==> src/rtl/rgbled_pkg.sv <==
// Shared types and constants for the RGB status LED sequencer.
// No dependencies; imported by every module of the block.
package rgbled_pkg;

    localparam int CFG_INDEX_W = 3;
    localparam int CFG_DATA_W  = 16;
    localparam int ITEM_W      = 40;
    localparam int COLOUR_W    = 24;

    typedef enum logic [CFG_INDEX_W-1:0] {
        REG_LOW_BATTERY_MV     = 3'd0,
        REG_BOOT_SWEEP_MS      = 3'd1,
        REG_MESSAGE_SWEEP_MS   = 3'd2,
        REG_BLINK_ON_MS        = 3'd3,
        REG_BLINK_ON_UNREAD_MS = 3'd4,
        REG_BLINK_CYCLE_MS     = 3'd5,
        REG_BATTERY_CHECK_MS   = 3'd6,
        REG_CHARGE_DISPLAY_EN  = 3'd7
    } cfg_index_t;

    localparam logic [15:0] RST_LOW_BATTERY_MV     = 16'd3500;
    localparam logic [15:0] RST_BOOT_SWEEP_MS      = 16'd1200;
    localparam logic [15:0] RST_MESSAGE_SWEEP_MS   = 16'd800;
    localparam logic [15:0] RST_BLINK_ON_MS        = 16'd20;
    localparam logic [15:0] RST_BLINK_ON_UNREAD_MS = 16'd200;
    localparam logic [15:0] RST_BLINK_CYCLE_MS     = 16'd4000;
    localparam logic [15:0] RST_BATTERY_CHECK_MS   = 16'd60000;

    // hue wheel and breathing periods
    localparam logic [10:0] WHEEL_LAST   = 11'd1199;
    localparam logic [10:0] BREATH_LAST  = 11'd1999;
    localparam logic [10:0] BREATH_HALF  = 11'd1000;
    localparam logic [10:0] BREATH_FULL  = 11'd2000;
    localparam logic [7:0]  WHEEL_THIRD  = 8'd85;
    localparam logic [7:0]  WHEEL_2THIRD = 8'd170;

    // reciprocal multipliers: /5 (wide), /125, /5 (narrow)
    localparam logic [24:0] RECIP_5_WIDE = 25'd13108;
    localparam logic [30:0] RECIP_125    = 31'd33555;
    localparam logic [17:0] RECIP_5      = 18'd205;

    localparam logic [7:0] LEVEL_FULL = 8'd255;
    localparam logic [7:0] AMBER_G    = 8'd90;
    localparam logic [7:0] DIM_G      = 8'd40;

    typedef struct packed {
        logic [15:0] low_battery_mv;
        logic [15:0] boot_sweep_ms;
        logic [15:0] message_sweep_ms;
        logic [15:0] blink_on_ms;
        logic [15:0] blink_on_unread_ms;
        logic [15:0] blink_cycle_ms;
        logic [15:0] battery_check_ms;
        logic        charge_display_enable;
    } cfg_t;

    typedef struct packed {
        logic        charge_pin_low;
        logic        external_power;
        logic [15:0] battery_mv;
        logic        app_connected;
        logic [15:0] unread_count;
    } item_t;

    typedef struct packed {
        logic [7:0] blue;
        logic [7:0] green;
        logic [7:0] red;
    } colour_t;

    typedef struct packed {
        logic load_item;
        logic step_b;
        logic step_c;
        logic commit;
    } cmd_t;

endpackage

==> src/rtl/rgbled_cfg_regs.sv <==
// Configuration register file for the RGB status LED sequencer.
// Depends on rgbled_pkg.
module rgbled_cfg_regs
    import rgbled_pkg::*;
(
    input  logic                   clk,
    input  logic                   rst_n,
    input  logic                   wr_en,
    input  logic [CFG_INDEX_W-1:0] wr_index,
    input  logic [CFG_DATA_W-1:0]  wr_data,
    output cfg_t                   cfg
);

    cfg_t cfg_reg;

    always_ff @(posedge clk or negedge rst_n)
    begin
        if (!rst_n)
        begin
            cfg_reg.low_battery_mv        <= RST_LOW_BATTERY_MV;
            cfg_reg.boot_sweep_ms         <= RST_BOOT_SWEEP_MS;
            cfg_reg.message_sweep_ms      <= RST_MESSAGE_SWEEP_MS;
            cfg_reg.blink_on_ms           <= RST_BLINK_ON_MS;
            cfg_reg.blink_on_unread_ms    <= RST_BLINK_ON_UNREAD_MS;
            cfg_reg.blink_cycle_ms        <= RST_BLINK_CYCLE_MS;
            cfg_reg.battery_check_ms      <= RST_BATTERY_CHECK_MS;
            cfg_reg.charge_display_enable <= 1'b1;
        end
        else if (wr_en)
        begin
            case (cfg_index_t'(wr_index))
                REG_LOW_BATTERY_MV:     cfg_reg.low_battery_mv     <= wr_data;
                REG_BOOT_SWEEP_MS:      cfg_reg.boot_sweep_ms      <= wr_data;
                REG_MESSAGE_SWEEP_MS:   cfg_reg.message_sweep_ms   <= wr_data;
                REG_BLINK_ON_MS:        cfg_reg.blink_on_ms        <= wr_data;
                REG_BLINK_ON_UNREAD_MS: cfg_reg.blink_on_unread_ms <= wr_data;
                REG_BLINK_CYCLE_MS:     cfg_reg.blink_cycle_ms     <= wr_data;
                REG_BATTERY_CHECK_MS:   cfg_reg.battery_check_ms   <= wr_data;
                REG_CHARGE_DISPLAY_EN:  cfg_reg.charge_display_enable <= wr_data[0];
                default: ;
            endcase
        end
    end

    assign cfg = cfg_reg;

endmodule

==> src/rtl/rgbled_ctrl.sv <==
// Sequencing controller: item handshake, step commands, output valid.
// Depends on rgbled_pkg.
module rgbled_ctrl
    import rgbled_pkg::*;
(
    input  logic clk,
    input  logic rst_n,
    input  logic in_valid,
    output logic in_ready,
    output logic out_valid,
    input  logic out_ready,
    output cmd_t cmd
);

    typedef enum logic [1:0] {
        ST_IDLE,
        ST_B,
        ST_C,
        ST_D
    } state_t;

    state_t state_reg;
    logic   out_valid_reg;

    always_comb
    begin
        cmd.load_item = (state_reg == ST_IDLE) && in_valid;
        cmd.step_b    = (state_reg == ST_B);
        cmd.step_c    = (state_reg == ST_C);
        cmd.commit    = (state_reg == ST_D) && (!out_valid_reg || out_ready);
    end

    always_ff @(posedge clk or negedge rst_n)
    begin
        if (!rst_n)
        begin
            state_reg     <= ST_IDLE;
            out_valid_reg <= 1'b0;
        end
        else
        begin
            case (state_reg)
                ST_IDLE:
                begin
                    if (in_valid)
                    begin
                        state_reg <= ST_B;
                    end
                end
                ST_B:    state_reg <= ST_C;
                ST_C:    state_reg <= ST_D;
                ST_D:
                begin
                    if (cmd.commit)
                    begin
                        state_reg <= ST_IDLE;
                    end
                end
                default: state_reg <= ST_IDLE;
            endcase

            if (cmd.commit)
            begin
                out_valid_reg <= 1'b1;
            end
            else if (out_ready)
            begin
                out_valid_reg <= 1'b0;
            end
        end
    end

    assign in_ready  = (state_reg == ST_IDLE);
    assign out_valid = out_valid_reg;

endmodule

==> src/rtl/rgbled_datapath.sv <==
// Datapath: tick time, sweep/heartbeat/charge state, colour arithmetic.
// Depends on rgbled_pkg; driven by rgbled_ctrl commands.
module rgbled_datapath
    import rgbled_pkg::*;
#(
    parameter int TIME_WIDTH      = 32,
    parameter int POWER_SAMPLE_MS = 1000
)
(
    input  logic    clk,
    input  logic    rst_n,
    input  cmd_t    cmd,
    input  cfg_t    cfg,
    input  item_t   item,
    output colour_t colour
);

    localparam logic [TIME_WIDTH-1:0] POWER_STEP = TIME_WIDTH'(POWER_SAMPLE_MS);

    // item and arithmetic pipeline registers
    item_t       item_reg;
    logic [14:0] wh17_reg;
    logic [14:0] breath_z_reg;
    logic [7:0]  wheel_pos_reg;
    logic [7:0]  lvl_reg;
    logic [8:0]  gq_reg;
    colour_t     wheel_rgb_reg;

    // tick state
    logic [TIME_WIDTH-1:0] tick_time_reg;
    logic [10:0]           wheel_ph_reg;
    logic [10:0]           breath_ph_reg;
    logic                  boot_done_reg;
    logic                  sweep_active_reg;
    logic [TIME_WIDTH-1:0] sweep_end_reg;
    logic [15:0]           previous_unread_reg;
    logic                  blink_lit_reg;
    logic [TIME_WIDTH-1:0] next_toggle_reg;
    logic [15:0]           lit_length_reg;
    logic [TIME_WIDTH-1:0] next_battery_sample_reg;
    logic                  battery_low_reg;
    logic [TIME_WIDTH-1:0] next_power_sample_reg;
    logic                  on_external_reg;
    logic                  charging_now_reg;
    colour_t               held_colour_reg;

    logic                  sweep_active_next;
    logic [TIME_WIDTH-1:0] sweep_end_next;
    logic                  blink_lit_next;
    logic [TIME_WIDTH-1:0] next_toggle_next;
    logic [15:0]           lit_length_next;
    logic [TIME_WIDTH-1:0] next_battery_sample_next;
    logic                  battery_low_next;
    logic [TIME_WIDTH-1:0] next_power_sample_next;
    logic                  on_external_next;
    logic                  charging_now_next;
    colour_t               held_colour_next;

    logic [9:0]  breath_v;
    logic [7:0]  amber_g;
    logic        unread_nz;
    logic        charge_show;
    logic [TIME_WIDTH-1:0] t;

    assign t = tick_time_reg;

    always_comb
    begin
        breath_v = (breath_ph_reg < BREATH_HALF) ? 10'(breath_ph_reg)
                                                 : 10'(BREATH_FULL - breath_ph_reg);
        amber_g  = 8'((18'(gq_reg) * RECIP_5) >> 10);
    end

    // arithmetic steps
    always_ff @(posedge clk)
    begin
        if (cmd.load_item)
        begin
            item_reg     <= item;
            wh17_reg     <= 15'(wheel_ph_reg) * 15'd17;
            breath_z_reg <= 15'((18'(breath_v) * 18'd255) >> 3);
        end
        if (cmd.step_b)
        begin
            wheel_pos_reg <= 8'((25'(wh17_reg >> 4) * RECIP_5_WIDE) >> 16);
            lvl_reg       <= 8'((31'(breath_z_reg) * RECIP_125) >> 22);
        end
        if (cmd.step_c)
        begin
            gq_reg <= 9'((11'(lvl_reg) * 11'd7) >> 2);
            if (wheel_pos_reg < WHEEL_THIRD)
            begin
                wheel_rgb_reg.red   <= 8'(LEVEL_FULL - 8'(wheel_pos_reg * 8'd3));
                wheel_rgb_reg.green <= 8'(wheel_pos_reg * 8'd3);
                wheel_rgb_reg.blue  <= 8'd0;
            end
            else if (wheel_pos_reg < WHEEL_2THIRD)
            begin
                wheel_rgb_reg.red   <= 8'd0;
                wheel_rgb_reg.green <= 8'(LEVEL_FULL - 8'((wheel_pos_reg - WHEEL_THIRD) * 8'd3));
                wheel_rgb_reg.blue  <= 8'((wheel_pos_reg - WHEEL_THIRD) * 8'd3);
            end
            else
            begin
                wheel_rgb_reg.red   <= 8'((wheel_pos_reg - WHEEL_2THIRD) * 8'd3);
                wheel_rgb_reg.green <= 8'd0;
                wheel_rgb_reg.blue  <= 8'(LEVEL_FULL - 8'((wheel_pos_reg - WHEEL_2THIRD) * 8'd3));
            end
        end
    end

    // decision for one tick
    always_comb
    begin
        sweep_active_next        = sweep_active_reg;
        sweep_end_next           = sweep_end_reg;
        blink_lit_next           = blink_lit_reg;
        next_toggle_next         = next_toggle_reg;
        lit_length_next          = lit_length_reg;
        next_battery_sample_next = next_battery_sample_reg;
        battery_low_next         = battery_low_reg;
        next_power_sample_next   = next_power_sample_reg;
        on_external_next         = on_external_reg;
        charging_now_next        = charging_now_reg;
        held_colour_next         = held_colour_reg;
        unread_nz                = (item_reg.unread_count != 16'd0);
        charge_show              = 1'b0;

        if (!boot_done_reg)
        begin
            sweep_active_next = 1'b1;
            sweep_end_next    = t + TIME_WIDTH'(cfg.boot_sweep_ms);
        end
        if (item_reg.unread_count > previous_unread_reg)
        begin
            sweep_active_next = 1'b1;
            sweep_end_next    = t + TIME_WIDTH'(cfg.message_sweep_ms);
        end

        if (sweep_active_next && (t < sweep_end_next))
        begin
            held_colour_next = wheel_rgb_reg;
        end
        else
        begin
            if (sweep_active_next)
            begin
                held_colour_next  = '0;
                sweep_active_next = 1'b0;
                blink_lit_next    = 1'b0;
                next_toggle_next  = t;
            end

            if (t > next_battery_sample_reg)
            begin
                battery_low_next         = item_reg.battery_mv < cfg.low_battery_mv;
                next_battery_sample_next = t + TIME_WIDTH'(cfg.battery_check_ms);
            end

            if (t > next_power_sample_reg)
            begin
                on_external_next       = item_reg.external_power;
                charging_now_next      = item_reg.external_power & item_reg.charge_pin_low;
                next_power_sample_next = t + POWER_STEP;
            end

            charge_show = cfg.charge_display_enable && on_external_next && !unread_nz;

            if (charge_show)
            begin
                if (charging_now_next)
                begin
                    held_colour_next.red   = lvl_reg;
                    held_colour_next.green = amber_g;
                    held_colour_next.blue  = 8'd0;
                end
                else
                begin
                    held_colour_next.red   = 8'd0;
                    held_colour_next.green = DIM_G;
                    held_colour_next.blue  = 8'd0;
                end
                blink_lit_next   = 1'b0;
                next_toggle_next = t;
            end
            else if (t > next_toggle_next)
            begin
                if (!blink_lit_next)
                begin
                    blink_lit_next   = 1'b1;
                    lit_length_next  = unread_nz ? cfg.blink_on_unread_ms : cfg.blink_on_ms;
                    next_toggle_next = t + TIME_WIDTH'(lit_length_next);
                    if (battery_low_next)
                        held_colour_next = '{blue: 8'd0, green: 8'd0, red: LEVEL_FULL};
                    else if (unread_nz)
                        held_colour_next = '{blue: 8'd0, green: AMBER_G, red: LEVEL_FULL};
                    else if (item_reg.app_connected)
                        held_colour_next = '{blue: LEVEL_FULL, green: 8'd0, red: 8'd0};
                    else
                        held_colour_next = '{blue: 8'd0, green: LEVEL_FULL, red: 8'd0};
                end
                else
                begin
                    blink_lit_next   = 1'b0;
                    next_toggle_next = t + TIME_WIDTH'(cfg.blink_cycle_ms)
                                         - TIME_WIDTH'(lit_length_reg);
                    held_colour_next = '0;
                end
            end
        end
    end

    always_ff @(posedge clk or negedge rst_n)
    begin
        if (!rst_n)
        begin
            tick_time_reg           <= '0;
            wheel_ph_reg            <= '0;
            breath_ph_reg           <= '0;
            boot_done_reg           <= 1'b0;
            sweep_active_reg        <= 1'b0;
            sweep_end_reg           <= '0;
            previous_unread_reg     <= '0;
            blink_lit_reg           <= 1'b0;
            next_toggle_reg         <= '0;
            lit_length_reg          <= '0;
            next_battery_sample_reg <= '0;
            battery_low_reg         <= 1'b0;
            next_power_sample_reg   <= '0;
            on_external_reg         <= 1'b0;
            charging_now_reg        <= 1'b0;
            held_colour_reg         <= '0;
        end
        else if (cmd.commit)
        begin
            tick_time_reg <= t + 1'b1;
            // phases restart whenever the time counter wraps to zero
            if (&t)
            begin
                wheel_ph_reg  <= '0;
                breath_ph_reg <= '0;
            end
            else
            begin
                wheel_ph_reg  <= (wheel_ph_reg == WHEEL_LAST) ? '0 : wheel_ph_reg + 11'd1;
                breath_ph_reg <= (breath_ph_reg == BREATH_LAST) ? '0 : breath_ph_reg + 11'd1;
            end
            boot_done_reg           <= 1'b1;
            sweep_active_reg        <= sweep_active_next;
            sweep_end_reg           <= sweep_end_next;
            previous_unread_reg     <= item_reg.unread_count;
            blink_lit_reg           <= blink_lit_next;
            next_toggle_reg         <= next_toggle_next;
            lit_length_reg          <= lit_length_next;
            next_battery_sample_reg <= next_battery_sample_next;
            battery_low_reg         <= battery_low_next;
            next_power_sample_reg   <= next_power_sample_next;
            on_external_reg         <= on_external_next;
            charging_now_reg        <= charging_now_next;
            held_colour_reg         <= held_colour_next;
        end
    end

    assign colour = held_colour_reg;

endmodule

==> src/rtl/rgb_status_led_sequencer.sv <==
// RGB status LED sequencer: one tick transaction in, one colour transaction out.
// m_axis_tvalid is registered by the commit in state D, after states B and C; one
// item at a time passes the four-step sequence through the reciprocal multipliers.
// An input may be taken while the previous colour still waits on m_axis_tready.
// Reset (rst_n low, asynchronous): LED dark, time zero, registers at defaults,
// boot sweep starts on the first tick.
module rgb_status_led_sequencer
    import rgbled_pkg::*;
#(
    parameter int TIME_WIDTH      = 32,
    parameter int POWER_SAMPLE_MS = 1000
)
(
    input  logic                   clk,
    input  logic                   rst_n,
    input  logic                   s_axis_tvalid,
    output logic                   s_axis_tready,
    // unread_count[15:0], app_connected[16], battery_mv[32:17],
    // external_power[33], charge_pin_low[34], zero[39:35]
    input  logic [ITEM_W-1:0]      s_axis_tdata,
    output logic                   m_axis_tvalid,
    input  logic                   m_axis_tready,
    // red_level[7:0], green_level[15:8], blue_level[23:16]
    output logic [COLOUR_W-1:0]    m_axis_tdata,
    input  logic                   cfg_valid,
    output logic                   cfg_ready,
    input  logic [CFG_INDEX_W-1:0] cfg_index,
    input  logic [CFG_DATA_W-1:0]  cfg_data
);

    cmd_t    cmd;
    cfg_t    cfg;
    item_t   item;
    colour_t colour;

    assign cfg_ready = 1'b1;
    assign item      = item_t'(s_axis_tdata[$bits(item_t)-1:0]);

    rgbled_cfg_regs u_cfg
    (
        .clk      (clk),
        .rst_n    (rst_n),
        .wr_en    (cfg_valid),
        .wr_index (cfg_index),
        .wr_data  (cfg_data),
        .cfg      (cfg)
    );

    rgbled_ctrl u_ctrl
    (
        .clk       (clk),
        .rst_n     (rst_n),
        .in_valid  (s_axis_tvalid),
        .in_ready  (s_axis_tready),
        .out_valid (m_axis_tvalid),
        .out_ready (m_axis_tready),
        .cmd       (cmd)
    );

    rgbled_datapath #(
        .TIME_WIDTH      (TIME_WIDTH),
        .POWER_SAMPLE_MS (POWER_SAMPLE_MS)
    ) u_dp
    (
        .clk    (clk),
        .rst_n  (rst_n),
        .cmd    (cmd),
        .cfg    (cfg),
        .item   (item),
        .colour (colour)
    );

    assign m_axis_tdata = colour;

endmodule

==> config.mk <==
export PLATFORM = sky130hd
export DESIGN_NAME = rgb_status_led_sequencer
export DESIGN_NICKNAME = d
export VERILOG_FILES = /design/src/rtl/rgbled_pkg.sv /design/src/rtl/rgbled_cfg_regs.sv /design/src/rtl/rgbled_ctrl.sv /design/src/rtl/rgbled_datapath.sv /design/src/rtl/rgb_status_led_sequencer.sv
export SDC_FILE = /design/constraint.sdc
export NUM_CORES = 2
export LEC_CHECK = 0
export BUFFER_PORTS_ARGS = -buffer_cell sky130_fd_sc_hd__buf_2
export CELL_PAD_IN_SITES_DETAIL_PLACEMENT = 1
export CELL_PAD_IN_SITES_GLOBAL_PLACEMENT = 2
export CORE_MARGIN = 5
export CORE_UTILIZATION = 38
export DETAILED_ROUTE_END_ITERATION = 12
export PLACE_DENSITY_LB_ADDON = 0.1
export SKIP_CTS_REPAIR_TIMING = 1
export SYNTH_ARGS = -nofsm -noshare
export SYNTH_HDL_FRONTEND = slang
export SYNTH_SLANG_ARGS = --single-unit
export TNS_END_PERCENT = 1
==> constraint.sdc <==
create_clock -name clk -period 5.7 [get_ports clk]
set_input_delay 1.14 -clock clk [delete_from_list [all_inputs] [get_ports clk]]
set_output_delay 1.14 -clock clk [all_outputs]
set_load 0.005 [all_outputs]
==> metrics.txt <==
adder-cell share of the synthesized area=0.259; buffers added on ports=84; asr flop ratio synth=0.766; syn_nets=roughly 5000; # fillers=around 12000; die height=~330 um; Clock Path Buffers=3; DR DRC count=0; post-route ant nets=0; Synth Area in Simple Gates=0.118; syn avg cell area=roughly 9.4 um2; outcome=finished clean; CTS Buf Count=66; xor/xnor cell area share of the yosys netlist=0.0580; H-tree levels=3; vias in the first global route=~34000; number of enable flip-flop cells after synthesis=110; most frequent cells in the layout=ha_1, inv_1, nand2_1, dfrtp_1, buf_4; Skew-Pair Late Insertion Delay=between 0.6 and 0.7 ns; post-synthesis mux area share=0.0468; CP Launch Type=flip-flop; post-placement cell count=5899; Avg WL per Cell=21.0 um; largest net degree at the start of global routing=between 100 and 150; first-pass GRT wire length=just under 200000 um; worst r2r src=u_dp.t[0]; GP Congestion=0.856; max-cap viol count=0; site row count=between 100 and 150; Max-slew headroom=0.257; hold crit path type=in2async; antenna violations before repair=7; CP endpoint kind=flip-flop; Critical-path top delay cell=or4_4; vias per cell=between 5 and 6; Initial Util=0.381; Synthesis Warnings=0; clk root buf=clkbuf_16; Area Growth Syn to Fin=17.0%; largest family of logic cells by synthesized area=adder cells; Hold Fails Final Rpt=0; final worst slack=between 0.01 and 0.015 ns; drt initial violations=~1600; Non-Filler Instances=~6000; synthesis-stage register bit count=470; Setup crit start=u_dp.t[0]; Critical Path Fanout Max=8; Final period util=0.998; CP arrival=between 6 and 7 ns; Core Box Area=around 0.10 mm2; post-layout min period=5.69 ns; RSZ-0062 raised after global routing=true; endpoints failing setup=0; critical path required time=about 6.3 ns; Final Slew Violations=0; slowest stage delay, CP=slightly below 0.6 ns; sequential share of the synthesized area=0.309; num ports=91; Tightest Pin Transition=~1.1 ns; GRT Total Usage=0.227; area fraction in compound gates after synthesis=0.148; Yosys cell types=just over 90; DR vias=about 32000; detailed placement HPWL=approximately 100000 um; share of cells above drive strength 1=0.159; Place WS=-0.608 ns; die width=about 330 um; cell mode on critical path=buf_4; leading cell type in the layout, fill and taps excluded=ha_1; Reg clk slew, reported paths=0.06 ns; Sink Count=470; critical path type=reg2reg; flip-flop count of the largest register after layout=113; CTS tree=done; fmax=0.176 GHz; DRT Pass-1 Iters=5; worst clock skew=between 0.04 and 0.05 ns; Main synth FF type=dfrtp_1; NumNets Final=5390; GR Overflow Total=0; Die ar.=0.112 mm2; WL final=around 130000 um; Syn Std Cell Area=0.0400 mm2; Cells after Synth=4263
## worst max-delay path, delay by kind of cell (launching register included)
kind | cells | cell delay, ns
and+or+nand+nor | 8 | 1.74
AOI/OAI and AO/OA | 8 | 1.32
buffers and inverters | 6 | 0.95
adders and majority gates | 3 | 0.73
DFF | 1 | 0.44
muxes | 1 | 0.26
xor gates and xnor gates | 1 | 0.12
## stage by stage
stage / util / setup TNS, ns / hold slack [ns] / cell area, um2
4_1_cts: 0.442 / -73.28 / 0.405 / 46400
3_3_place_gp: 0.421 / -42.64 / 0.460 / 44100
2_1_floorplan: - / 0 / 0.442 / 40000
3_5_place_dp: 0.421 / -64.78 / 0.464 / 44100
5_1_grt: 0.446 / -23.46 / 0.436 / 46800
6_report: 0.446 / 0 / 0.416 / 46800
## Yosys cell counts, drive strengths merged, types with 17 or more instances
cell,instances,area [um2]
buf,39,193
nand2b,29,181
nor2b,26,163
and3,34,213
o211ai,43,323
nand2,414,1550
xor2,52,455
dfstp,33,867
and2,17,106
xnor2,213,1870
clkbuf,102,383
nor4,20,125
o21ai,276,1380
mux2i,50,500
a21oi,246,1230
nand3,69,345
inv,499,1870
o31ai,29,223
fa,150,3000
mux2,122,1370
a211oi,47,363
a31oi,36,225
a211o,22,193
nor3,67,340
edfxtp,110,3300
nor2,263,987
o21bai,22,165
dfrtp,327,8180
o21a,26,195
ha,589,7370
a21o,61,458
or3,18,113
nand4,42,269
## final timing paths
path | to | slack [ns] | depth (start not counted)
setup / recovery | u_dp.colour[23] | 0.01 | 27
hold / removal | u_cfg.cfg[2] | 0.42 | 1
setup reg to reg | u_dp.colour[23] | 0.01 | 27
hold reg to reg | u_dp.colour[2] | 0.47 | 2
max in group asynchronous | u_dp.wheel_ph_reg[1] | 3.88 | 2
min in group clk | u_dp.colour[2] | 0.47 | 2
## cell type report
cell class                      count  area [um2]  area share
Multi-Input combinational cell   3147       25500       0.546
Sequential cell                   470       12400       0.264
Timing Repair Buffer              397        3000      0.0642
Inverter                          505        1900      0.0405
Clock buffer                       90        1830      0.0392
Tap cell                         1391        1740      0.0372
Clock inverter                     32         424     0.00906
Antenna cell                        4        10.0    0.000214
## cell families (layout without fill, tap and decap cells)
group,Yosys count,after routing
and+or+nand+nor,1037,1037
AOI/OAI and AO/OA,933,933
adders and majority gates,739,739
buffers and inverters,646,1024
DFF,470,470
xor gates and xnor gates,265,265
muxes,172,172
other,1,5
## metal layers
layer	global-route usage	vias to the layer above	share of wire
li1	-	15500	-
met1	0.326	15800	0.49
met2	0.364	389	0.45
met3	0.0295	134	0.033
met4	0.0575	0	0.025
met5	0	-	0
Power is not shown: default switching activity piles up to over one toggle a cycle in this logic, so the estimate is an artifact.
